===== config.mk =====
export PLATFORM = sky130hd
export DESIGN_NAME = line_rasterizer_flat
export DESIGN_NICKNAME = d
export VERILOG_FILES = /design/src/lr_pkg.sv /design/src/lr_if.sv /design/src/lr_ctrl.sv /design/src/lr_dp.sv /design/src/line_rasterizer.sv /design/src/flat_wrapper.sv
export VERILOG_INCLUDE_DIRS = /design/src /design/src/src
export SDC_FILE = /design/constraint.sdc
export NUM_CORES = 1
export LEC_CHECK = 0
export BUFFER_PORTS_ARGS = -buffer_cell sky130_fd_sc_hd__buf_2
export CORE_MARGIN = 2
export CORE_UTILIZATION = 38
export CTS_CLUSTER_DIAMETER = 150
export DETAILED_ROUTE_END_ITERATION = 7
export HOLD_SLACK_MARGIN = 0.05
export PLACE_DENSITY_LB_ADDON = 0.3
export SYNTH_ARGS = -nofsm -noshare
export SYNTH_HDL_FRONTEND = slang
export SYNTH_HIERARCHICAL = 1
export SYNTH_SLANG_ARGS = --single-unit

===== constraint.sdc =====
create_clock -name clk -period 9.2 [get_ports clk]
set_input_delay 1.84 -clock clk [delete_from_list [all_inputs] [get_ports clk]]
set_output_delay 1.84 -clock clk [all_outputs]
set_load 0.01 [all_outputs]

===== src/assert_macros.svh =====
// ----------------------------------------------------------------------------
// assert_macros.svh
// concurrent assertion helpers, compiled out when NO_ASSERTIONS is defined
// ----------------------------------------------------------------------------
`ifndef ASSERT_MACROS_SVH
`define ASSERT_MACROS_SVH

`ifndef NO_ASSERTIONS

// same-cycle implication
`define ASSERT_IMPLIES(label, clk, rst, ante, cons) \
  label: assert property (@(posedge clk) disable iff (rst) (ante) |-> (cons)) \
    else $error("assertion failed: same-cycle implication");

// next-cycle implication
`define ASSERT_NEXT(label, clk, rst, ante, cons) \
  label: assert property (@(posedge clk) disable iff (rst) (ante) |=> (cons)) \
    else $error("assertion failed: next-cycle implication");

`else

`define ASSERT_IMPLIES(label, clk, rst, ante, cons)
`define ASSERT_NEXT(label, clk, rst, ante, cons)

`endif

`endif


===== src/lr_pkg.sv =====
`timescale 1ns / 1ps
`default_nettype none
// ----------------------------------------------------------------------------
// lr_pkg
// shared widths, register indexes and controller/datapath link types
// ----------------------------------------------------------------------------
package lr_pkg;

  localparam int COORD_W   = 6;
  localparam int REG_W     = 7;
  localparam int CFG_IDX_W = 1;
  localparam int ERR_W     = 9;

  localparam logic [CFG_IDX_W-1:0] REG_GRID_WIDTH  = 1'b0;
  localparam logic [CFG_IDX_W-1:0] REG_GRID_HEIGHT = 1'b1;

  localparam logic [REG_W-1:0] GRID_DIM_RESET = 7'd64;

  typedef logic [COORD_W-1:0] coord_t;
  typedef logic [REG_W-1:0]   grid_reg_t;

  typedef struct packed {
    logic load;
    logic step;
  } lr_cmd_t;

  typedef struct packed {
    logic done;
  } lr_status_t;

endpackage

`default_nettype wire


===== src/lr_if.sv =====
`timescale 1ns / 1ps
`default_nettype none
// ----------------------------------------------------------------------------
// lr_if
// valid/ready channels for line commands and rasterized pixels
// ----------------------------------------------------------------------------
interface lr_line_if
  import lr_pkg::*;
();
  logic   valid;
  logic   ready;
  coord_t start_x;
  coord_t start_y;
  coord_t end_x;
  coord_t end_y;

  modport source (output valid, start_x, start_y, end_x, end_y, input ready);
  modport sink   (input valid, start_x, start_y, end_x, end_y, output ready);
endinterface

interface lr_pixel_if
  import lr_pkg::*;
();
  logic   valid;
  logic   ready;
  coord_t pixel_x;
  coord_t pixel_y;
  logic   inside_res;
  logic   last;

  modport source (output valid, pixel_x, pixel_y, inside_res, last, input ready);
  modport sink   (input valid, pixel_x, pixel_y, inside_res, last, output ready);
endinterface

`default_nettype wire


===== src/lr_ctrl.sv =====
`timescale 1ns / 1ps
`default_nettype none
// ----------------------------------------------------------------------------
// lr_ctrl
// two-state controller: take a line command, then walk it pixel by pixel
// ----------------------------------------------------------------------------
module lr_ctrl
  import lr_pkg::*;
(
  input  wire logic       clk,
  input  wire logic       rst,
  input  wire logic       cmd_valid,
  output logic            cmd_ready,
  output logic            pix_valid,
  input  wire logic       pix_ready,
  input  wire lr_status_t status,
  output lr_cmd_t         ctrl
);

  localparam logic ST_IDLE = 1'b0;
  localparam logic ST_RUN  = 1'b1;

  logic state;
  logic state_next;

  always_comb begin
    state_next = state;
    ctrl       = '0;
    cmd_ready  = 1'b0;
    pix_valid  = 1'b0;
    case (state)
      ST_IDLE: begin
        cmd_ready = 1'b1;
        if (cmd_valid) begin
          ctrl.load  = 1'b1;
          state_next = ST_RUN;
        end
      end
      ST_RUN: begin
        pix_valid = 1'b1;
        if (pix_ready) begin
          if (status.done) begin
            state_next = ST_IDLE;
          end else begin
            ctrl.step = 1'b1;
          end
        end
      end
      default: begin
        state_next = ST_IDLE;
      end
    endcase
  end

  always_ff @(posedge clk) begin
    if (rst) begin
      state <= ST_IDLE;
    end else begin
      state <= state_next;
    end
  end

endmodule

`default_nettype wire


===== src/lr_dp.sv =====
`timescale 1ns / 1ps
`default_nettype none
// ----------------------------------------------------------------------------
// lr_dp
// bresenham datapath: current point, deltas, directions and error term
// ----------------------------------------------------------------------------
module lr_dp
  import lr_pkg::*;
#(
  parameter int GRID_SIZE = 64
) (
  input  wire logic      clk,
  input  wire lr_cmd_t   ctrl,
  output lr_status_t     status,
  input  wire coord_t    start_x,
  input  wire coord_t    start_y,
  input  wire coord_t    end_x,
  input  wire coord_t    end_y,
  input  wire grid_reg_t grid_width,
  input  wire grid_reg_t grid_height,
  output coord_t         pixel_x,
  output coord_t         pixel_y,
  output logic           inside_res
);

  localparam logic [COORD_W:0] COORD_LIM = (COORD_W+1)'(GRID_SIZE);
  localparam coord_t           COORD_MAX = COORD_W'(GRID_SIZE - 1);

  function automatic coord_t clamp(input coord_t v);
    clamp = ({1'b0, v} >= COORD_LIM) ? COORD_MAX : v;
  endfunction

  coord_t x;
  coord_t y;
  coord_t xe;
  coord_t ye;
  coord_t dx;
  coord_t dy;
  logic   sx;
  logic   sy;
  logic signed [ERR_W-1:0] err;

  coord_t cx0, cy0, cx1, cy1;
  logic signed [ERR_W:0] e2;
  logic signed [ERR_W:0] dx_s;
  logic signed [ERR_W:0] dy_s;
  logic signed [ERR_W:0] err_upd;
  logic                  step_x;
  logic                  step_y;

  always_comb begin
    cx0 = clamp(start_x);
    cy0 = clamp(start_y);
    cx1 = clamp(end_x);
    cy1 = clamp(end_y);
    dx_s = $signed({{(ERR_W+1-COORD_W){1'b0}}, dx});
    dy_s = $signed({{(ERR_W+1-COORD_W){1'b0}}, dy});
    e2   = $signed({err, 1'b0});
    step_x = e2 > -dy_s;
    step_y = e2 < dx_s;
    err_upd = $signed({err[ERR_W-1], err});
    if (step_x) begin
      err_upd = err_upd - dy_s;
    end
    if (step_y) begin
      err_upd = err_upd + dx_s;
    end
  end

  always_ff @(posedge clk) begin
    if (ctrl.load) begin
      x   <= cx0;
      y   <= cy0;
      xe  <= cx1;
      ye  <= cy1;
      dx  <= (cx1 > cx0) ? cx1 - cx0 : cx0 - cx1;
      dy  <= (cy1 > cy0) ? cy1 - cy0 : cy0 - cy1;
      sx  <= cx0 < cx1;
      sy  <= cy0 < cy1;
      err <= $signed({{(ERR_W-COORD_W){1'b0}}, (cx1 > cx0) ? cx1 - cx0 : cx0 - cx1})
           - $signed({{(ERR_W-COORD_W){1'b0}}, (cy1 > cy0) ? cy1 - cy0 : cy0 - cy1});
    end else if (ctrl.step) begin
      err <= err_upd[ERR_W-1:0];
      if (step_x) begin
        x <= sx ? x + 1'b1 : x - 1'b1;
      end
      if (step_y) begin
        y <= sy ? y + 1'b1 : y - 1'b1;
      end
    end
  end

  assign status.done = (x == xe) && (y == ye);
  assign pixel_x     = x;
  assign pixel_y     = y;
  assign inside_res  = ({1'b0, x} < grid_width) && ({1'b0, y} < grid_height);

endmodule

`default_nettype wire


===== src/line_rasterizer.sv =====
`timescale 1ns / 1ps
`default_nettype none
// ----------------------------------------------------------------------------
// line_rasterizer
// bresenham line walker, one pixel item per cycle while the receiver is ready, with grid bounds flag
// ----------------------------------------------------------------------------
//  channel   dir  payload
//  cmd       in   start_x, start_y, end_x, end_y
//  pix       out  pixel_x, pixel_y, inside_res, last
//  cfg       in   cfg_we, cfg_index, cfg_data (grid_width, grid_height)
//
//  a line of n pixels (max(|dx|,|dy|)+1, at most GRID_SIZE) is loaded when
//  the command is taken, then output pixel by pixel; the error-term register
//  steps for each pixel taken but the last. a new command is taken only after
//  the last pixel is gone. a stalled pixel holds the walk. reset returns to
//  idle and sets both grid dimensions to 64.
// ----------------------------------------------------------------------------
`include "assert_macros.svh"

module line_rasterizer
  import lr_pkg::*;
#(
  parameter int GRID_SIZE = 64
) (
  input  wire logic                 clk,
  input  wire logic                 rst,
  lr_line_if.sink                   cmd,
  lr_pixel_if.source                pix,
  input  wire logic                 cfg_we,
  input  wire logic [CFG_IDX_W-1:0] cfg_index,
  input  wire logic [REG_W-1:0]     cfg_data
);

  grid_reg_t  grid_width;
  grid_reg_t  grid_height;
  lr_cmd_t    ctrl;
  lr_status_t status;

  always_ff @(posedge clk) begin
    if (rst) begin
      grid_width  <= GRID_DIM_RESET;
      grid_height <= GRID_DIM_RESET;
    end else if (cfg_we) begin
      case (cfg_index)
        REG_GRID_WIDTH:  grid_width  <= cfg_data;
        REG_GRID_HEIGHT: grid_height <= cfg_data;
        default: begin
        end
      endcase
    end
  end

  lr_ctrl u_ctrl (
    .clk       (clk),
    .rst       (rst),
    .cmd_valid (cmd.valid),
    .cmd_ready (cmd.ready),
    .pix_valid (pix.valid),
    .pix_ready (pix.ready),
    .status    (status),
    .ctrl      (ctrl)
  );

  lr_dp #(
    .GRID_SIZE (GRID_SIZE)
  ) u_dp (
    .clk         (clk),
    .ctrl        (ctrl),
    .status      (status),
    .start_x     (cmd.start_x),
    .start_y     (cmd.start_y),
    .end_x       (cmd.end_x),
    .end_y       (cmd.end_y),
    .grid_width  (grid_width),
    .grid_height (grid_height),
    .pixel_x     (pix.pixel_x),
    .pixel_y     (pix.pixel_y),
    .inside_res  (pix.inside_res)
  );

  assign pix.last = status.done;

  // one line in flight: command side and pixel side never open together
  `ASSERT_IMPLIES(a_one_line, clk, rst, cmd.ready, !pix.valid)
  // a taken command produces its first pixel right away
  `ASSERT_NEXT(a_first_pixel, clk, rst, cmd.valid && cmd.ready, pix.valid)
  // after the last pixel the block is ready for the next command
  `ASSERT_NEXT(a_line_end, clk, rst, pix.valid && pix.ready && pix.last, cmd.ready)
  // a non-final pixel is always followed by another
  `ASSERT_NEXT(a_walk_on, clk, rst, pix.valid && pix.ready && !pix.last, pix.valid)

endmodule

`default_nettype wire


===== src/flat_wrapper.sv =====
// flat-port wrapper written by rule: the top's interface ports become plain ports
module line_rasterizer_flat import lr_pkg::*;
#(
  parameter int GRID_SIZE = 64
)
  (clk, rst, cfg_we, cfg_index, cfg_data, cmd_valid, cmd_start_x, cmd_start_y, cmd_end_x, cmd_end_y, cmd_ready, pix_valid, pix_pixel_x, pix_pixel_y, pix_inside_res, pix_last, pix_ready);
  lr_line_if cmd_i ();
  lr_pixel_if pix_i ();
  input  wire logic clk;
  input  wire logic rst;
  input  wire logic cfg_we;
  input  wire logic [CFG_IDX_W-1:0] cfg_index;
  input  wire logic [REG_W-1:0] cfg_data;
  input wire logic [$bits(cmd_i.valid)-1:0] cmd_valid;
  input wire logic [$bits(cmd_i.start_x)-1:0] cmd_start_x;
  input wire logic [$bits(cmd_i.start_y)-1:0] cmd_start_y;
  input wire logic [$bits(cmd_i.end_x)-1:0] cmd_end_x;
  input wire logic [$bits(cmd_i.end_y)-1:0] cmd_end_y;
  output wire logic [$bits(cmd_i.ready)-1:0] cmd_ready;
  output wire logic [$bits(pix_i.valid)-1:0] pix_valid;
  output wire logic [$bits(pix_i.pixel_x)-1:0] pix_pixel_x;
  output wire logic [$bits(pix_i.pixel_y)-1:0] pix_pixel_y;
  output wire logic [$bits(pix_i.inside_res)-1:0] pix_inside_res;
  output wire logic [$bits(pix_i.last)-1:0] pix_last;
  input wire logic [$bits(pix_i.ready)-1:0] pix_ready;
  assign cmd_i.valid = cmd_valid;
  assign cmd_i.start_x = cmd_start_x;
  assign cmd_i.start_y = cmd_start_y;
  assign cmd_i.end_x = cmd_end_x;
  assign cmd_i.end_y = cmd_end_y;
  assign cmd_ready = cmd_i.ready;
  assign pix_valid = pix_i.valid;
  assign pix_pixel_x = pix_i.pixel_x;
  assign pix_pixel_y = pix_i.pixel_y;
  assign pix_inside_res = pix_i.inside_res;
  assign pix_last = pix_i.last;
  assign pix_i.ready = pix_ready;
  line_rasterizer #(.GRID_SIZE(GRID_SIZE)) u_core (.clk(clk), .rst(rst), .cmd(cmd_i), .pix(pix_i), .cfg_we(cfg_we), .cfg_index(cfg_index), .cfg_data(cfg_data));
endmodule

==> results of run 1 <==
-- placed cells by master (no fill, tap or decap), drive strengths merged, types with 4 or more instances in the layout --
| cell type | Yosys | layout |
|---|---|---|
| xor2 | 13 | 13 |
| mux2i | 27 | 27 |
| edfxtp | 47 | 47 |
| mux2 | 9 | 9 |
| nor4 | 4 | 4 |
| clkbuf | 6 | 9 |
| nor2b | 8 | 8 |
| a21oi | 34 | 34 |
| o21a | 5 | 5 |
| clkinv | 1 | 4 |
| fa | 9 | 9 |
| dfxtp | 15 | 15 |
| a31oi | 4 | 4 |
| nand2b | 23 | 23 |
| inv | 71 | 72 |
| a21o | 13 | 13 |
| nor3 | 4 | 4 |
| o21ai | 30 | 30 |
| o31a | 5 | 5 |
| and3 | 4 | 4 |
| buf | 3 | 53 |
| nand3 | 6 | 6 |
| ha | 75 | 75 |
| nand4 | 6 | 6 |
| nand2 | 21 | 21 |
| o21bai | 5 | 5 |
| a211oi | 9 | 9 |
| nor2 | 25 | 25 |
| xnor2 | 33 | 33 |
-- logic make-up after synthesis --
group | after synthesis | synth area share [%]
DFF | 62 | 32.1
buffers and inverters | 81 | 6.01
adders and majority gates | 84 | 21.0
and+or+nand+nor | 115 | 11.6
AOI/OAI and AO/OA | 118 | 14.3
muxes | 36 | 6.98
xor gates and xnor gates | 47 | 7.99
-- worst max-delay path by stage --
| stage | startpoint | to | slack (ps) | cells after the start |
|---|---|---|---|---|
| floorplan | cmd_end_x[0] | u_core/u_dp/err[7] | 4280 | 17 |
| global placement | cmd_end_x[0] | u_core/u_dp/err[5] | 3920 | 17 |
| detailed placement | cmd_end_x[0] | u_core/u_dp/err[7] | 3770 | 18 |
| CTS | cmd_end_x[0] | u_core/u_dp/err[7] | 4130 | 18 |
| global route | cmd_end_x[0] | u_core/u_dp/err[5] | 3880 | 17 |
| finish | cmd_end_x[0] | u_core/u_dp/err[7] | 4120 | 18 |
-- power by group --
part	switching, uW	leakage [uW]	internal, uW
registers	60.2	0.000574	371
clock network	130	0.000142	210
logic	406	0.00201	352
total	596	0.00272	933
-- through the flow --
step | std cells | hold WS, ps | util (%) | instance area (sq um) | total power (uW)
after floorplan | 543 | 448 | - | 5330 | 997
after global placement | 767 | 460 | 41.9 | 5770 | 1170
after detailed placement | 767 | 464 | 41.9 | 5770 | 1190
after CTS | 783 | 480 | 44.0 | 6070 | 1530
after global routing | 783 | 501 | 44.0 | 6070 | 1650
final | 783 | 481 | 44.0 | 6070 | 1530
-- metal layers --
metal | vias to the layer above | track usage (%) | part of all wire [%]
met5 | - | 0 | 0
met4 | 0 | 4.96 | 1.3
met3 | 10 | 2.79 | 3.8
met2 | 94 | 28.0 | 45
met1 | 1922 | 24.7 | 50
li1 | 2024 | - | -
-- critical path: cells and delay by family --
kind / cells / cell delay [ps]
XOR/XNOR: 1 / 170
AND/OR/NAND/NOR: 4 / 430
multiplexers: 1 / 140
buffers and inverters: 3 / 250
adder cells (fa/ha/maj): 3 / 900
AO/OA/AOI/OAI: 6 / 1430
-- cells in the mapped netlist (2+ instances only) --
| library cell | instances | share of area, % |
|---|---|---|
| o21a_1 | 5 | 0.70 |
| o211ai_1 | 2 | 0.28 |
| or4_1 | 3 | 0.42 |
| o21ai_0 | 29 | 2.7 |
| nor3b_1 | 2 | 0.28 |
| inv_1 | 71 | 5.0 |
| nand4_1 | 6 | 0.70 |
| a21oi_1 | 34 | 3.2 |
| ha_1 | 75 | 18 |
| mux2_2 | 9 | 1.9 |
| and4_1 | 2 | 0.33 |
| nand2_1 | 21 | 1.5 |
| a221o_1 | 2 | 0.38 |
| nand3_1 | 6 | 0.56 |
| xor2_1 | 13 | 2.1 |
| fa_1 | 9 | 3.4 |
| edfxtp_1 | 47 | 27 |
| buf_6 | 2 | 0.42 |
| a211oi_1 | 9 | 1.3 |
| or2_1 | 2 | 0.23 |
| a21o_1 | 13 | 1.8 |
| o21bai_1 | 5 | 0.70 |
| nor4_1 | 4 | 0.47 |
| nor2_1 | 25 | 1.8 |
| nor3_1 | 4 | 0.38 |
| nand2b_1 | 23 | 2.7 |
| a31oi_1 | 4 | 0.47 |
| dfxtp_1 | 15 | 5.6 |
| mux2i_1 | 27 | 5.1 |
| xnor2_1 | 33 | 5.4 |
| o31a_1 | 5 | 0.82 |
| clkbuf_1 | 6 | 0.42 |
| and3_1 | 4 | 0.47 |
| nor2b_1 | 8 | 0.94 |
-- state kept, by name (all words and copies together) (netlist names) --
| name | cells |
|---|---|
| u_core/u_dp/err | 9 |
| u_core/grid_height | 7 |
| u_core/grid_width | 7 |
| u_core/u_dp/dx | 6 |
| u_core/u_dp/dy | 6 |
| u_core/u_dp/pixel_x | 6 |
| u_core/u_dp/pixel_y | 6 |
| u_core/u_dp/xe | 6 |
| u_core/u_dp/ye | 6 |
| u_core/u_ctrl/state | 1 |
| u_core/u_dp/sx | 1 |
| u_core/u_dp/sy | 1 |
-- final cells by class --
class	count	area, sq um
Timing Repair Buffer	53	268
Fill cell	1354	7710
Inverter	72	270
Clock inverter	7	72.6
Tap cell	180	225
Multi-Input combinational cell	400	3290
Sequential cell	62	1710
Clock buffer	9	225
==> results by group, run 1 <==
Floorplan
  • Die area: 15,000 sq um
  • Initial Util: 38.7%
  • Std-Cell Rows: 43
  • CORE AREA: between 10,000 and 15,000 sq um
  • Die Height: about 120 microns
  • Horiz. Die Dim: 122 microns
  • Ports: 53

Clocking
  • CTS Hold Bufs: 0
  • Inserted Clock Buffers: 9
  • Resized Gates After CTS: 0
  • Clock Pin Slew Worst Setup and Hold Paths: around 50 ps
  • CTS Root Cell: clkbuf_16
  • # clock sinks: between 60 and 70
  • CTS tree: yes
  • Clk buf depth: 2
  • Clk_lat worst skew: around 330 ps
  • H-tree levels: 3
  • Setup Fix Bufs, Post-CTS: 0

Layout
  • Ant. Diodes: 0
  • Synthesis-to-layout area growth: 13.9%
  • Fin nets: about 700
  • Share of cells above drive strength 1: between 10% and 20%

Placement
  • DPL Wire Length: ~10000 microns
  • Worst slack, placed: between 3000 and 4000 ps
  • Routability cong.: slightly above 0.8
  • Port Buf Inserts: 52

Synth
  • Main synth FF type: edfxtp_1
  • Post-synth EDFFs: 47
  • Seq/Total Area, Yosys: 32.1%
  • Gate Count Post-Synth: 543
  • Count of cell types in the netlist: 52
  • Post-Syn Area: between 5000 and 6000 sq um
  • YS warnings: 6
  • Syn nets: approximately 660
  • Average size of a mapped cell: between 9 and 10 sq um
  • Synth Register Bits: slightly above 60
  • Asr flop ratio synth: 0%

Drt
  • Vias: slightly above 4,000
  • Wirelength per Cell: 15.7 microns
  • Drt via density: approximately 5.2
  • Iteration-0 DRC Markers: 169
  • Final WL: between 10,000 and 15,000 microns
  • Post-DRT Antenna Nets: 0
  • DR pass1 iterations: 5
  • DRC viols: 0

Hold path
  • Hold Path Origin: u_core/grid_height[3]
  • Hold Crit Depth: 2
  • Worst hold path class: reg2reg
  • Min-Delay Endpoint: u_core/grid_height[3]

Worst setup path
  • Crit Path Max Fanout: 9
  • Worst reg2reg setup slack: about 4200 ps
  • Type of element capturing the critical path: flop
  • Critical path data arrival time: approximately 5200 ps
  • Critical path type: in2reg
  • Slowest-stage cell, CP: o31ai_4
  • Critical Path RT: about 9300 ps
  • Worst R2R Path Depth: 16
  • Reg2Reg Launch Point: u_core/u_dp/dy[2]
  • Critical Path Start Type: primary input
  • Critical path, cell by cell: buf_2, inv_1, ha_1, inv_1, fa_1, a211oi_1, nor2_1, o31ai_4, mux2i_1, a221o_1, xor2_1, ha_1, o21ai_0, nand2b_1, a21o_1, nand2_1, nor3b_1, a31o_1
  • CP peak stage delay: 420 ps
  • Reg2Reg Capture Point: u_core/u_dp/err[7]

Global routing
  • Largest net degree at the start of global routing: 59
  • Total global routing overflow: 0
  • First-pass GRT wire length: about 20,000 microns
  • Total GRT Usage: 17.6%
  • Initial antenna violation count: 0
  • Number of global-route vias before repair: between 4,000 and 5,000

STA
  • Fin Clk Skew: between 10 and 15 ps
  • Fin crit share: a little under three fifths
  • Max frequency: about 200 MHz
  • Tmin final: 5080 ps
  • Final setup TNS: 0 ps
  • Post-route worst setup slack: around 4100 ps
  • Max Slew Vio Count: 0
  • Max-Slew Margin vs Limit: approximately an eighth
  • Slew at the pin with the worst max-slew slack: 1310 ps
  • Final setup viols: 0
  • Final-report hold violation count: 0
  • RSZ-0062 raised after global routing: false

Flow run
  • Max Cap Viol: 0

Run status
  • Outcome: finished clean

Power
  • Worst VDD drop: roughly 120 uV
  • Lkg Pwr: approximately 0.0027 uW
  • Pwr dens: ~250 nW/um^2
Power figures use the tool's default switching activity.
==> run 2, diff against run 1 <==
==> constraint.sdc (replaced) <==
create_clock -name clk -period 4.1 [get_ports clk]
set_input_delay 0.82 -clock clk [delete_from_list [all_inputs] [get_ports clk]]
set_output_delay 0.82 -clock clk [all_outputs]
set_load 0.01 [all_outputs]
==> results by group, run 2 (synthesis results as in run 1) <==
Run status
  • Outcome: complete, but fails checks
  • Violated checks: negative setup slack

Worst setup path
  • Slowest-stage cell, CP: or4_1
  • CP Buf/Inv Count: 1 (-2)
  • CP peak stage delay: 520 ps (+100 ps)
  • CP top delay family: compound AO/OA/AOI/OAI gates
  • Critical Path Start Type: flop
  • Critical path, cell by cell: inv_2, ha_4, nand3_2, xnor2_1, ha_1, a21oi_1, a21boi_1, o31a_1, o21a_4, mux2_4, ha_4, a21o_1, a221oi_2, or3_1, nor4_1, or4_1, a31o_1
  • Critical path type: reg2reg
  • Critical path data arrival time: 4390 ps (-770 ps)
  • Critical Path RT: 4190 ps (-5090 ps)
  • Most numerous cell on the critical path: ha_4
  • Crit Path Max Fanout: 4 (-5)
  • Type of element capturing the critical path: flop

Layout
  • Synthesis-to-layout area growth: 24.4%
  • Commonest non-fill, non-tap cells in the layout: inv_1 (69), ha_1 (68), buf_4 (55)
  • Largest register FFs: 9 (unchanged)
  • Commonest non-fill, non-tap cell in the layout: inv_1
  • Fin nets: 773 (+7.5%)
  • Fin area: 6630 sq um (+9.2%)
  • Largest regs: u_core/u_dp/err: 9 flops, u_core/grid_height: 7 flops, u_core/grid_width: 7 flops
  • Largest register by flop count: u_core/u_dp/err
  • Share of cells above drive strength 1: 24.0% (+10 points)
  • Ant. Diodes: 0 (unchanged)

Clocking
  • # clock sinks: 62 (unchanged)
  • Clk buf depth: 2 (unchanged)
  • CTS Root Cell: clkbuf_16
  • H-tree levels: 3 (unchanged)
  • CTS Hold Bufs: 0 (unchanged)
  • Clk_lat worst skew: 340 ps (about the same)
  • CTS tree: yes
  • Clock Pin Slew Worst Setup and Hold Paths: 50 ps (about the same)
  • Inserted Clock Buffers: 9 (unchanged)

Power
  • Seq pwr share: 24.9% (-3.3 points)
  • Power share of the combinational group: 55.2% (+5.6 points)
  • Pwr dens: 580 nW/um^2 (+130%)
  • Lkg Pwr: 0.00299 uW (+10%)
  • Switch share: 37.9% (-1.1 points)
  • Int Power: 2390 uW (+160%)
  • P_sw: 1460 uW (+140%)
  • Worst VDD drop: 340 uV (+180%)
  • Clock power share: 19.8% (-2.4 points)
  • Pwr Total: 3840 uW (+150%)

STA
  • RSZ-0062 raised after global routing: true
  • Fin Clk Skew: 11.2 ps (-2.67 ps)
  • Final setup viols: 2 (+2)
  • Post-route worst setup slack: -204 ps (-4320 ps)
  • Fin crit share: 105%
  • Max Slew Vio Count: 0 (unchanged)
  • Final-report hold violation count: 0 (unchanged)
  • Max frequency: around 230 MHz
  • Max-Slew Margin vs Limit: 65.4% (+53 points)
  • Tmin final: 4300 ps
  • Slew at the pin with the worst max-slew slack: 518 ps (-794 ps)

Global routing
  • Met1 usage: 24.0% (-0.74 points)
  • Largest net degree at the start of global routing: 38 (-36%)
  • Total global routing overflow: 0 (unchanged)
  • Number of global-route vias before repair: 4,288 (+4.8%)
  • Initial antenna violation count: 0 (unchanged)
  • Grt met3 use: 2.56% (-0.23 points)
  • Total GRT Usage: 18.2% (+0.64 points)
  • First-pass GRT wire length: 21,100 microns (+3.2%)
  • M2 GR Usage: 30.6% (+2.6 points)
  • Gr busiest metal: met2

Drt
  • Final WL: 12,900 microns (+5.3%)
  • Post-DRT Antenna Nets: 0 (unchanged)
  • Drt via density: 5.09 (-1.5%)
  • DR pass1 iterations: 4 (-1)
  • Wirelength per Cell: 15.5 microns (-1.5%)
  • Vias: 4,263 (+5.3%)
  • DRC viols: 0 (unchanged)
  • Iteration-0 DRC Markers: 185 (+9.5%)

Floorplan
  • CORE AREA: 13,800 sq um (unchanged)
  • Initial Util: 38.7% (unchanged)
  • Die area: 15,000 sq um (unchanged)
  • Horiz. Die Dim: 122 microns (unchanged)
  • Std-Cell Rows: 43 (unchanged)
  • Ports: 53 (unchanged)
  • Die Height: 122 microns (unchanged)

Placement
  • Port Buf Inserts: 52 (unchanged)
  • Routability cong.: 0.840 (+2.9%)
  • DPL Wire Length: 10,300 microns (+5.9%)
  • Post-place instance area: 6220 sq um (+7.9%)

Flow run
  • Max Cap Viol: 0 (unchanged)

Hold path
  • Worst hold path class: reg2reg
## run 2: cell types whose count changed in the layout (fill, tap and decap cells not counted), moves of 3 or more
cell / before / now
buf_4: 1 / 55
ha_1: 75 / 68
ha_4: 0 / 6
mux2_2: 9 / 6
mux2_4: 0 / 3
## run 2: path summary, 6_finish.rpt
kind	start	endpoint	slack, ps	depth (start not counted)
setup reg to reg	u_core/u_dp/dy[1]	u_core/u_dp/err[7]	-200	17
hold / removal	u_core/grid_width[1]	u_core/grid_width[1]	480	2
setup / recovery	u_core/u_dp/dy[1]	u_core/u_dp/err[7]	-200	17
hold reg to reg	u_core/grid_width[1]	u_core/grid_width[1]	480	2
## run 2: power by group through the flow
stage	Combinational, uW	Sequential, uW	Clock [uW]
floorplan	1420	943	0
global placement	1990	963	0
detailed placement	2060	968	0
CTS	2110	956	774
global route	2350	971	804
finish	2120	958	763
## run 2: worst register-to-register path, stage by stage (launching register included)
cell	delay, ps
edfxtp_1	420
inv_2	110
ha_4	140
nand3_2	60
xnor2_1	130
ha_1	340
a21oi_1	140
a21boi_1	80
o31a_1	360
o21a_4	270
mux2_4	340
ha_4	250
a21o_1	170
a221oi_2	300
or3_1	150
nor4_1	50
or4_1	520
a31o_1	230
## run 2: cell type report
type                    instances  area (sq um)
clock buffers                  10           229
clock inverters                 6          71.3
fillers                      1301          7150
inverters                      72           270
multi-input cells             400          3440
flip-flops and latches         62          1710
well taps                     180           225
repair buffers                107           673
## run 2: timing repair
item,4_1_cts,5_1_grt
setup buffers,6,1
hold endpoints to repair,0,0
resized for setup,7,3
pin swaps,3,7
gates cloned,0,0
endpoints found under the setup margin,4,4
## run 2: metal layers
| layer | share of wire, % | routed length, microns |
|---|---|---|
| met5 | 0 | 0 |
| met4 | 2.2 | 291 |
| met3 | 3.6 | 461 |
| met2 | 48 | 6220 |
| met1 | 46 | 5980 |
## run 2: per-stage QoR
step                      TNS (ps)  instances  hold slack, ps  worst slack (ps)  utilization [%]
after floorplan              -3.97        543             448             -3.97                -
after global placement        -247        814             459              -128             45.2
after detailed placement      -864        814             468              -283             45.2
after CTS                     -220        836             481              -149             47.9
after global routing          -895        837             503              -341             48.1
final                         -231        837             477              -204             48.1
